### src/hdl/pfa_pkg.sv
// Shared constants and types of the page frame allocator.
`default_nettype none

package pfa_pkg;

  // Page geometry.
  localparam int unsigned MaxPages  = 4096;
  localparam int unsigned PageBytes = 4096;
  localparam int unsigned PnW       = $clog2(MaxPages);
  localparam int unsigned CntW      = PnW + 1;
  localparam int unsigned StW       = 2;

  // Item types carried on action_i.
  typedef enum logic [1:0] {
    ACT_ALLOC = 2'd0,
    ACT_FREE  = 2'd1,
    ACT_MARK  = 2'd2
  } action_e;

  // Per-page state codes.
  typedef enum logic [StW-1:0] {
    PS_FREE     = 2'd0,
    PS_USED     = 2'd1,
    PS_UNUSABLE = 2'd2
  } page_state_e;

  // Result status codes.
  typedef enum logic [1:0] {
    ST_OK     = 2'd0,
    ST_OOM    = 2'd1,
    ST_RANGE  = 2'd2,
    ST_DOUBLE = 2'd3
  } status_e;

  // Access to the page state memory.
  typedef struct packed {
    logic           we;
    logic [PnW-1:0] addr;
    logic [StW-1:0] wdata;
  } st_req_t;

  // Access to the next-link memory.
  typedef struct packed {
    logic            we;
    logic [PnW-1:0]  addr;
    logic [CntW-1:0] wdata;
  } link_req_t;

endpackage

`default_nettype wire

### src/hdl/pfa_ctrl.sv
// Sequencer of the page frame allocator: list pop and push, bump scan, marks.
`default_nettype none

module pfa_ctrl (
  input  logic                          clk_i,
  input  logic                          rst_ni,
  input  logic                          start_i,
  output logic                          busy_o,
  input  logic [1:0]                    action_i,
  input  logic [pfa_pkg::PnW-1:0]       page_number_i,
  input  logic [1:0]                    mark_state_i,
  input  logic                          cfg_we_i,
  input  logic [pfa_pkg::CntW-1:0]      cfg_data_i,
  output pfa_pkg::st_req_t              st_req_o,
  input  logic [pfa_pkg::StW-1:0]       st_rdata_i,
  output pfa_pkg::link_req_t            link_req_o,
  input  logic [pfa_pkg::CntW-1:0]      link_rdata_i,
  output logic                          done_o,
  output logic [pfa_pkg::PnW-1:0]       page_number_out_o,
  output logic [1:0]                    status_o
);

  import pfa_pkg::*;

  typedef enum logic [2:0] {
    S_CLEAR,
    S_IDLE,
    S_POP,
    S_FREE_CHK,
    S_SCAN
  } ctrl_state_e;

  localparam logic [CntW-1:0] NullLink = CntW'(MaxPages);
  localparam logic [PnW-1:0]  LastPage = PnW'(MaxPages - 1);

  ctrl_state_e     state_q, state_d;
  logic [CntW-1:0] count_q, count_d;
  logic [CntW-1:0] head_q, head_d;
  logic [CntW-1:0] cursor_q, cursor_d;
  logic [PnW-1:0]  pn_q, pn_d;
  logic [PnW-1:0]  clr_q, clr_d;
  logic            done_q, done_d;
  logic [PnW-1:0]  pn_out_q, pn_out_d;
  logic [1:0]      status_q, status_d;

  logic [CntW-1:0] limit;
  logic            pn_in_range;
  logic            head_valid;
  logic [1:0]      mark_clamped;
  logic [CntW-1:0] cursor_inc;
  logic [CntW-1:0] link_clamped;

  // Limit in force and per-item decode.
  assign limit        = (count_q > NullLink) ? NullLink : count_q;
  assign pn_in_range  = {1'b0, page_number_i} < limit;
  assign head_valid   = head_q < NullLink;
  assign mark_clamped = (mark_state_i > PS_UNUSABLE) ? PS_UNUSABLE : mark_state_i;
  assign cursor_inc   = cursor_q + CntW'(1);
  assign link_clamped = (link_rdata_i > NullLink) ? NullLink : link_rdata_i;

  // Next-state logic and memory accesses.
  always_comb begin
    state_d    = state_q;
    count_d    = cfg_we_i ? cfg_data_i : count_q;
    head_d     = head_q;
    cursor_d   = cursor_q;
    pn_d       = pn_q;
    clr_d      = clr_q;
    done_d     = 1'b0;
    pn_out_d   = pn_out_q;
    status_d   = status_q;
    st_req_o   = '0;
    link_req_o = '0;

    case (state_q)
      S_CLEAR: begin
        // Sweep every page to unusable after reset.
        st_req_o.we    = 1'b1;
        st_req_o.addr  = clr_q;
        st_req_o.wdata = PS_UNUSABLE;
        clr_d          = clr_q + PnW'(1);
        if (clr_q == LastPage) begin
          state_d = S_IDLE;
        end
      end

      S_IDLE: begin
        if (start_i) begin
          pn_d = page_number_i;
          case (action_i)
            ACT_ALLOC: begin
              if (head_valid) begin
                // Pop: fetch the successor of the head.
                link_req_o.addr = head_q[PnW-1:0];
                pn_d            = head_q[PnW-1:0];
                state_d         = S_POP;
              end else if (cursor_q < limit) begin
                st_req_o.addr = cursor_q[PnW-1:0];
                state_d       = S_SCAN;
              end else begin
                done_d   = 1'b1;
                pn_out_d = '0;
                status_d = ST_OOM;
              end
            end
            ACT_FREE: begin
              if (pn_in_range) begin
                st_req_o.addr = page_number_i;
                state_d       = S_FREE_CHK;
              end else begin
                done_d   = 1'b1;
                pn_out_d = page_number_i;
                status_d = ST_RANGE;
              end
            end
            ACT_MARK: begin
              done_d   = 1'b1;
              pn_out_d = page_number_i;
              if (pn_in_range) begin
                st_req_o.we    = 1'b1;
                st_req_o.addr  = page_number_i;
                st_req_o.wdata = mark_clamped;
                status_d       = ST_OK;
              end else begin
                status_d = ST_RANGE;
              end
            end
            default: begin
              done_d   = 1'b1;
              pn_out_d = page_number_i;
              status_d = ST_OK;
            end
          endcase
        end
      end

      S_POP: begin
        // The popped page leaves the list; hand it out only if in range.
        head_d   = link_clamped;
        done_d   = 1'b1;
        pn_out_d = pn_q;
        state_d  = S_IDLE;
        if ({1'b0, pn_q} < limit) begin
          st_req_o.we    = 1'b1;
          st_req_o.addr  = pn_q;
          st_req_o.wdata = PS_USED;
          status_d       = ST_OK;
        end else begin
          status_d = ST_RANGE;
        end
      end

      S_FREE_CHK: begin
        done_d   = 1'b1;
        pn_out_d = pn_q;
        state_d  = S_IDLE;
        if (st_rdata_i == PS_FREE) begin
          status_d = ST_DOUBLE;
        end else begin
          // Push the page in front of the current head.
          st_req_o.we      = 1'b1;
          st_req_o.addr    = pn_q;
          st_req_o.wdata   = PS_FREE;
          link_req_o.we    = 1'b1;
          link_req_o.addr  = pn_q;
          link_req_o.wdata = head_q;
          head_d           = {1'b0, pn_q};
          status_d         = ST_OK;
        end
      end

      S_SCAN: begin
        // The state of cursor_q is on the read port; the next page is fetched
        // in the same cycle so the scan examines one page per cycle.
        cursor_d = cursor_inc;
        if (st_rdata_i == PS_FREE) begin
          st_req_o.we    = 1'b1;
          st_req_o.addr  = cursor_q[PnW-1:0];
          st_req_o.wdata = PS_USED;
          done_d         = 1'b1;
          pn_out_d       = cursor_q[PnW-1:0];
          status_d       = ST_OK;
          state_d        = S_IDLE;
        end else if (cursor_inc < limit) begin
          st_req_o.addr = cursor_inc[PnW-1:0];
        end else begin
          done_d   = 1'b1;
          pn_out_d = '0;
          status_d = ST_OOM;
          state_d  = S_IDLE;
        end
      end

      default: begin
        state_d = S_IDLE;
      end
    endcase
  end

  // State and registered outputs.
  always_ff @(posedge clk_i or negedge rst_ni) begin
    if (!rst_ni) begin
      state_q  <= S_CLEAR;
      count_q  <= '0;
      head_q   <= NullLink;
      cursor_q <= '0;
      pn_q     <= '0;
      clr_q    <= '0;
      done_q   <= 1'b0;
      pn_out_q <= '0;
      status_q <= ST_OK;
    end else begin
      state_q  <= state_d;
      count_q  <= count_d;
      head_q   <= head_d;
      cursor_q <= cursor_d;
      pn_q     <= pn_d;
      clr_q    <= clr_d;
      done_q   <= done_d;
      pn_out_q <= pn_out_d;
      status_q <= status_d;
    end
  end

  assign busy_o            = (state_q != S_IDLE);
  assign done_o            = done_q;
  assign page_number_out_o = pn_out_q;
  assign status_o          = status_q;

endmodule

`default_nettype wire

### config.mk
export PLATFORM = sky130hd
export DESIGN_NAME = pfa_ctrl
export DESIGN_NICKNAME = d
export VERILOG_FILES = /design/src/hdl/pfa_pkg.sv /design/src/hdl/pfa_ctrl.sv
export SDC_FILE = /design/constraint.sdc
export NUM_CORES = 1
export LEC_CHECK = 0
export BUFFER_PORTS_ARGS = -buffer_cell sky130_fd_sc_hd__buf_2
export CAP_MARGIN = 20
export CORE_UTILIZATION = 56
export CTS_BUF_LIST = sky130_fd_sc_hd__clkbuf_4
export CTS_CLUSTER_SIZE = 12
export DETAILED_ROUTE_END_ITERATION = 10
export PLACE_DENSITY = 0.9
export SLEW_MARGIN = 10
export SYNTH_ARGS = -nofsm -noshare
export SYNTH_HDL_FRONTEND = slang
export SYNTH_SLANG_ARGS = --single-unit
### constraint.sdc
create_clock -name clk_i -period 6 [get_ports clk_i]
set_input_delay 1.2 -clock clk_i [delete_from_list [all_inputs] [get_ports clk_i]]
set_output_delay 1.2 -clock clk_i [all_outputs]
set_load 0.1 [all_outputs]
# == Word-level counts from Yosys, hierarchy flattened ==
# Index checks and enable logic that the tools add are counted.
# word_totals
elab_cells,114
regBits,81
out_inout_bits,57
in_bits,48
# op_classes
n_lt_le_gt_ge,8
n_addsub,2
muxes,65
reduce_logical,12
eq_ne,18
# op_table
operator,n
2-to-1 mux 12 bit,16
case mux 15 bit (5 select lines),1
case mux 12 bit (3 select lines),2
2-to-1 mux 15 bit,4
2-to-1 mux 13 bit,4
case mux 12 bit (2 select lines),2
"greater-than comparator 13 bit, second input constant",2
less-than comparator 12 x 13 -> 1 bit,2
less-than comparator 13 bit,2
2-to-1 mux 26 bit,1
case mux 13 bit (2 select lines),1
2-to-1 mux 2 bit,11
2-to-1 mux 3 bit,7
AND reduction 6 bit,3
"inequality test 3 bit, second input constant",5
"adder 13 x 1 -> 13 bit, second input constant",1
"less-than comparator 13 bit, second input constant",1
"adder 12 x 1 -> 12 bit, second input constant",1
"== test 12 bit, second input constant",1
2-to-1 mux 1 bit,10
case mux 3 bit (3 select lines),1
case mux 2 bit (4 select lines),1
"== test 3 x 2 -> 1 bit, second input constant",2
"inequality test 2 bit, second input constant",3
other kinds (18),21

# == Longest topological paths before layout ==
# Gate-level depths: netlist of the first run.
# depth
word_depth,8
ltp_mapped,15
ltp_nobuf,13

# == Worst setup path after synthesis of the first run ==
# Ideal clock, no wire load.
# synth_timing
path_kind,input to output
from,in page_number_i[2] (netlist bit)
to,out st_req_o[1] (netlist bit)
required_time_ns,4.800
arrival_time_ns,3.714
stages,6
setup_slack_ns,1.086
n_path_buf,0
path_cell_list,ha_1 -> a22o_1 -> o41ai_2 -> and4b_1 -> a21oi_1 -> nor2_1
# synth_rtl
item,line_no,source
from (decl),pfa_ctrl.sv:10,"input logic [pfa_pkg::PnW-1:0] page_number_i,"
to (decl),pfa_ctrl.sv:14,"output pfa_pkg::st_req_t st_req_o,"

==> results of run 1 <==
[worst max-delay path: cells and delay by family (launching register included)]
kind	cells	cell delay, ps
adders and majority gates	2	570
DFF	1	540
AOI/OAI and AO/OA	4	1010
xor gates and xnor gates	1	200
and+or+nand+nor	5	1250
buffers and inverters	2	510
[area by class of cell]
cell class                 count  area share, %
sequential                    81           31.0
timing repair buffer         115           9.62
multi-input combinational    472           53.0
clock inverter                 6           1.26
tap                          133           2.54
clock buffer                  10           1.15
inverter                      25           1.44
[power by group through the flow]
stage | sequential (mW) | clock (mW) | combinational, mW
2_1_floorplan | 0.588 | 0 | 0.121
3_3_place_gp | 0.598 | 0 | 0.186
3_5_place_dp | 0.599 | 0 | 0.195
4_1_cts | 0.589 | 0.370 | 0.195
5_1_grt | 0.592 | 0.390 | 0.224
6_report | 0.590 | 0.368 | 0.202
[routing by layer]
layer | up-vias | part of all wire (%)
met3 | 64 | 9.3
li1 | 2486 | -
met5 | - | 0
met1 | 2637 | 42
met4 | 0 | 4.2
met2 | 329 | 45
[Yosys cell counts, drive strengths merged (12+ instances only)]
| master | n | share of area [%] |
|---|---|---|
| nand3 | 22 | 1.9 |
| clkbuf | 39 | 2.5 |
| inv | 25 | 1.6 |
| o21ai | 16 | 1.4 |
| a22o | 14 | 2.1 |
| dfrtp | 80 | 35 |
| a222oi | 12 | 2.1 |
| a32o | 12 | 2.1 |
| a221o | 12 | 2.1 |
| a21oi | 46 | 4.0 |
| nand4 | 13 | 1.4 |
| a22oi | 20 | 2.6 |
| xor2 | 14 | 2.1 |
| nor2 | 45 | 2.9 |
| xnor2 | 21 | 3.2 |
| ha | 48 | 10 |
| and2 | 17 | 1.8 |
| mux2 | 13 | 2.6 |
| nand2 | 50 | 3.3 |
| mux2i | 25 | 4.3 |
[per-stage QoR]
stage	cells	instance area [sq um]	setup slack, ps
after floorplan	622	5760	1090
after global placement	823	6320	754
after detailed placement	824	6340	702
after CTS	840	6490	187
after global routing	842	6540	66.0
final	842	6540	277
[registers in the layout, summed over array words and instances, names as in the netlist, 2 cells and up]
name               flops
clr_q                 12
state_q                3
count_q               13
status_o               2
page_number_out_o     12
cursor_q              13
head_q                13
pn_q                  12
[cell usage in the layout, fill, tap and decap left out, drive strengths merged, types with 3 or more instances in the layout]
master    n
a32o     12
xnor2    21
a211oi    5
nand4    13
a222oi   12
clkbuf   10
inv      25
a22oi    20
a21oi    46
nor2b     3
buf     115
clkinv    3
xor2     14
a221o    12
mux2     13
and2     17
a21o      4
a22o     14
nor3     11
a31oi     7
nand3    22
dfrtp    80
ha       48
and3      4
mux2i    25
nand2b    5
nor4      4
nor3b     4
nor2     45
nand2    50
o21ai    16
[worst min-delay path by stage]
stage / from / to / cells past startpoint
6_report: status_o[0] / status_o[0] / 1
5_1_grt: count_q[11] / count_q[11] / 1
4_1_cts: count_q[7] / count_q[7] / 1
3_5_place_dp: status_o[0] / status_o[0] / 1
3_3_place_gp: count_q[11] / count_q[11] / 1
2_1_floorplan: clr_q[9] / clr_q[9] / 1
[cell families (layout without fill, tap and decap cells)]
family / Yosys count / in the layout / share of synthesized area (%)
fa+ha+maj: 48 / 48 / 10.4
xor+xnor: 35 / 35 / 5.33
mux: 38 / 38 / 6.96
flops: 81 / 81 / 35.2
compound gates: 163 / 163 / 20.9
buf+inv: 69 / 156 / 4.93
simple gates: 188 / 188 / 16.2
==> impl_metrics.toml, run 1 <==
[status]
outcome = "completed"

[hold_path]
hold_class = "reg2reg"

[sta]
hold_viol_final = 0
finalMaxSlewViolations = 0
relSlewSlack_pct = 43.8
setup_violations = 0
skew_ps = 20.8
fin_crit_ps = 5720
max_freq_mhz = 175
finalCritPeriodShare_pct = 95.4
setup_tns_ps = 0
tightest_slew_ps = 843
hold_slack_ps = 522
rsz0062_at_grt = "false"

[routing]
avgRoutedWirePerCell_um = 21.7
drt_pass1_iterations = 8
remaining_drc_errors = 0
antenna_left = 0
drtIter0Drc = 476
vias_per_cell = 6.55
vias = 5516
drt-total-wl_um = 18300

[synth]
synth.cell_area_sq_um = 5760
synth-seq-cells = 81
avgSynthCellArea_sq_um = 9.25
synth_edf_count = 0
syn_nets = 718
yosysWarnings = 0
yosys.cell_types.count = 60
syn_inst = 622
seq_area_frac_synth_pct = 35.2
async_reset_ff_share_pct = 100
synth-main-ff-cell = "dfrtp_1"

[cells_and_area]
area_growth_pct = 13.6
seq_area_sq_um = 2030
diodes = 0
final_layout_size_suffix_gt1_share_pct = 21.9
utilization_pct = 66.3
fillers = 842
multiInputGateArea_sq_um = 3460
nets = 800

[critical_path]
critPathRequiredTime_ps = 4800
reg2reg_slack_ps = 1710
r2r_end = "status_o[0]"
crit_slowest_cell = "dfrtp_1"
end_kind = "output port"
timing.rr.start = "cursor_q[0]"
path_class = "reg2out"
path_cells = "ha_1, nand3_1, nor3_1, and3_1, xnor2_1, inv_1, ha_1, nand3_1, a21oi_1, o311ai_4, nand3_1, o21ai_0, a221o_1, buf_2"
rr_worst_depth = 13
crit_fanout = 8
endpoint = "st_req_o[12]"
start_kind = "register"
crit_arrival_ps = 4520
startpoint = "cursor_q[0]"
path_common_cell = "nand3_1"
slowest_delay_ps = 540

[pwr]
switching_share_pct = 29.8
power_frac_clock_pct = 31.7
cellInternalPower_mw = 0.815
power_switching_mw = 0.345
power_density_nw_per_um2 = 177
ir_drop_mv = 0.120
combPwrFrac_pct = 17.4
total_power_mw = 1.16
power_frac_seq_pct = 50.9
power.leakage_nw = 3.13

[floorplanning]
die_w_um = 103
die_h_um = 103
placementRows = 36
dieArea_sq_um = 10700
io-pin-count = 105
core_area_sq_um = 9860
start_util_pct = 58.3

[clock_tree]
htree_levels = 3
post_cts_buffers = 0
ctsResizeCount = 0
cts_root_buf = "clkbuf_4"
cts_buffers = 9
clkTransAtPathRegs_ps = 130
cts_tree = "yes"
hold_buffers = 0
clock_latency_ps = 450
clock-sinks = 81
clk_path_buf_depth = 2

[place]
io_buffers = 104
gp_congestion = 0.967
place_hpwl_um = 13800

[run]
drv_cap = 0

[global_route]
global_route.usage.met2_pct = 53.3
track_usage_pct = 35.2
gr-usage-met1_pct = 48.2
grt_pass1_wl_um = 27700
grt_pass1_vias = 5079
grt_max_degree = 82
antenna_found_initial = 0
busiest_layer = "met2"
overflow = 0
use_met3_pct = 6.12
No activity file was read; power rests on OpenSTA's default activity.
==> run 2: changes to the inputs <==
--- a/config.mk
+++ b/config.mk
@@ -5,6 +5,7 @@
 export SDC_FILE = /design/constraint.sdc
 export NUM_CORES = 1
 export LEC_CHECK = 0
+export ABC_AREA = 1
 export BUFFER_PORTS_ARGS = -buffer_cell sky130_fd_sc_hd__buf_2
 export CAP_MARGIN = 20
 export CORE_UTILIZATION = 56
==> run 2 against run 1 <==
First-iteration DRC count is 56% higher. Sequential share of layout area is 1.1 points lower. Largest cell class unchanged. Critical path type unchanged. Utilization is 0.87 points lower. Critical path depth is 3 higher. Sequential power is 1% lower. Worst hold slack worse by 39 ps. Clock skew is 1.6 ps lower.
==> impl_metrics.toml, run 2 <==
[place]
place_hpwl_um = 13900
dp.cells = 1042
dp_slack_ps = 1060
gp_congestion = 1.00
io_buffers = 104

[synth]
seq_area_frac_synth_pct = 33.6
synth-xor-area-share_pct = 2.90
synth_top_family_by_area = "simple AND/OR/NAND/NOR gates"
syn_nets = 922
synth_commonest_cells = "212 x nand2_1, 80 x dfrtp_1, 78 x inv_1"
yosys-mux-area-fraction_pct = 1.49
synth.cell_area_sq_um = 6030
yosys.area_share.simple_pct = 29.5
synth-main-ff-cell = "dfrtp_1"
synth_top_area_share_pct = 33.2
synth_compound_area_share_pct = 14.3
synth_edf_count = 0
synth_area_leader_cell = "dfrtp_1"
yosysWarnings = 0
syn_inst = 826
synth-seq-cells = 81
avgSynthCellArea_sq_um = 7.31
yosys.cell_types.count = 43
synthAdderAreaFrac_pct = 9.95
synth_top_cells_by_area = "dfrtp_1 33%, nand2_1 13%, ha_1 10%"
synth.most_common_cell = "nand2_1"
async_reset_ff_share_pct = 100

[sta]
rsz0062_at_grt = "false"
finalCritPeriodShare_pct = 93.3
finalMaxSlewViolations = 0
relSlewSlack_pct = 24.6
skew_ps = 19.2
max_freq_mhz = 179
hold_slack_ps = 483
timing.final.ws_setup_ps = 399
setup_violations = 0
setup_tns_ps = 0
hold_viol_final = 0
tightest_slew_ps = 1130
fin_crit_ps = 5600

[global_route]
busiest_layer = "met2"
track_usage_pct = 33.2
gr-usage-met1_pct = 45.7
use_met3_pct = 6.00
grt_pass1_wl_um = 28800
overflow = 0
grt_pass1_vias = 5678
grt_max_degree = 82
antenna_found_initial = 0
global_route.usage.met2_pct = 51.4

[floorplanning]
die_h_um = 106
placementRows = 37
io-pin-count = 105
core_area_sq_um = 10400
die_w_um = 106
dieArea_sq_um = 11200
start_util_pct = 58.2

[critical_path]
r2r_end = "page_number_out_o[11]"
crit_arrival_ps = 4400
timing.rr.start = "cursor_q[0]"
rr_worst_depth = 17
end_kind = "output port"
path_class = "reg2out"
start_kind = "register"
crit_fanout = 7
critPathRequiredTime_ps = 4800
reg2reg_slack_ps = 2490

[pwr]
power.leakage_nw = 3.61
switching_share_pct = 32.9
power_density_nw_per_um2 = 169
ir_drop_mv = 0.118
power_frac_seq_pct = 50.9
power_switching_mw = 0.377
total_power_mw = 1.15
cellInternalPower_mw = 0.770
combPwrFrac_pct = 17.9
power_frac_clock_pct = 31.2

[clock_tree]
cts_root_buf = "clkbuf_4"
hold_buffers = 0
clkTransAtPathRegs_ps = 140
clock-sinks = 81
htree_levels = 3
ctsResizeCount = 0
clk_path_buf_depth = 2
cts_buffers = 9
clock_latency_ps = 450
cts_tree = "yes"
post_cts_buffers = 0

[routing]
remaining_drc_errors = 0
drt_pass1_iterations = 8
drtIter0Drc = 744
avgRoutedWirePerCell_um = 17.1
vias_per_cell = 5.85
vias = 6196
antenna_left = 0
drt-total-wl_um = 18100

[status]
outcome = "completed"

[hold_path]
holdPathEnd = "page_number_out_o[8]"
hold_class = "reg2reg"
hold_path_startpoint = "page_number_out_o[8]"
hold_depth = 2

[cells_and_area]
diodes = 0
nets = 1014
stdcell_count = 1059
largestRegisters = "count_q (13), cursor_q (13), head_q (13)"
final_common_cell = "nand2_1"
area_growth_pct = 12.4
fillers = 930
final_layout_size_suffix_gt1_share_pct = 18.5
mostFrequentLayoutCells = "212 x nand2_1, 103 x buf_2, 80 x dfrtp_1, 78 x inv_1, 71 x nor2_1"

[run]
drv_cap = 0
run 2: cell count changes in the layout (fill, tap and decap cells not counted), moves of 20 or more:
cell	delta
inv_1	+54
mux2i_1	-25
nand2_1	+162
nand3_1	+44
nor2_1	+26
o21ai_0	+20
o21ai_1	+23
o221ai_1	+20
run 2: power groups by stage:
stage | Combinational (mW) | Sequential [mW] | Clock (mW)
after floorplan | 0.134 | 0.587 | 0
after global placement | 0.193 | 0.593 | 0
after detailed placement | 0.199 | 0.594 | 0
after CTS | 0.200 | 0.583 | 0.355
after global routing | 0.233 | 0.586 | 0.383
final | 0.206 | 0.584 | 0.358
run 2: worst max-delay path: stages, from the launching register on:
cell	delay, ps
dfrtp_1	500
ha_1	230
nand2_1	80
nor2_1	160
nand2_1	100
nor2_1	190
nand3_1	140
nor3_1	200
xor2_1	220
ha_1	290
a211oi_1	260
o21ai_0	170
nor2_2	270
nand2_1	290
o21ai_0	220
nor3_1	60
nand2_1	140
buf_2	460
run 2: final cells by class:
cell class,count,area [sq um],share of cell area [%]
Clock buffer,9,67.6,0.996
Clock inverter,7,78.8,1.16
Inverter,97,364,5.37
Multi-Input combinational cell,622,3510,51.7
Sequential cell,81,2030,29.9
Tap cell,136,170,2.51
Timing Repair Buffer,107,566,8.34
run 2: routing by layer:
metal  wire length (um)  part of all wire, %  vias up
met3               1940                   11       60
met1               7480                   41     2797
met4                758                  4.2        0
li1                   -                    -     2950
met5                  0                    0        -
met2               7920                   44      389
run 2: worst max-delay path by stage:
| stage | to | slack, ps | from | depth (start not counted) |
|---|---|---|---|---|
| finish | st_req_o[8] | 400 | cursor_q[0] | 17 |
| global placement | st_req_o[4] | 1140 | st_rdata_i[1] | 12 |
| global route | st_req_o[8] | 100 | cursor_q[0] | 17 |
| detailed placement | st_req_o[8] | 1060 | cursor_q[0] | 17 |
| CTS | st_req_o[8] | 490 | cursor_q[0] | 17 |
| floorplan | st_req_o[0] | 1140 | page_number_i[6] | 9 |
run 2: logic make-up after synthesis:
kind of cell    after synthesis
simple gates                403
mux                           8
compound gates              143
xor+xnor                     20
buf+inv                     123
fa+ha+maj                    48
flops                        81
run 2: metrics by stage:
step | utilization (%) | cell area [sq um]
floorplan | - | 6030
global placement | 63.7 | 6610
detailed placement | 63.7 | 6610
CTS | 65.2 | 6760
global route | 65.4 | 6780
finish | 65.4 | 6780
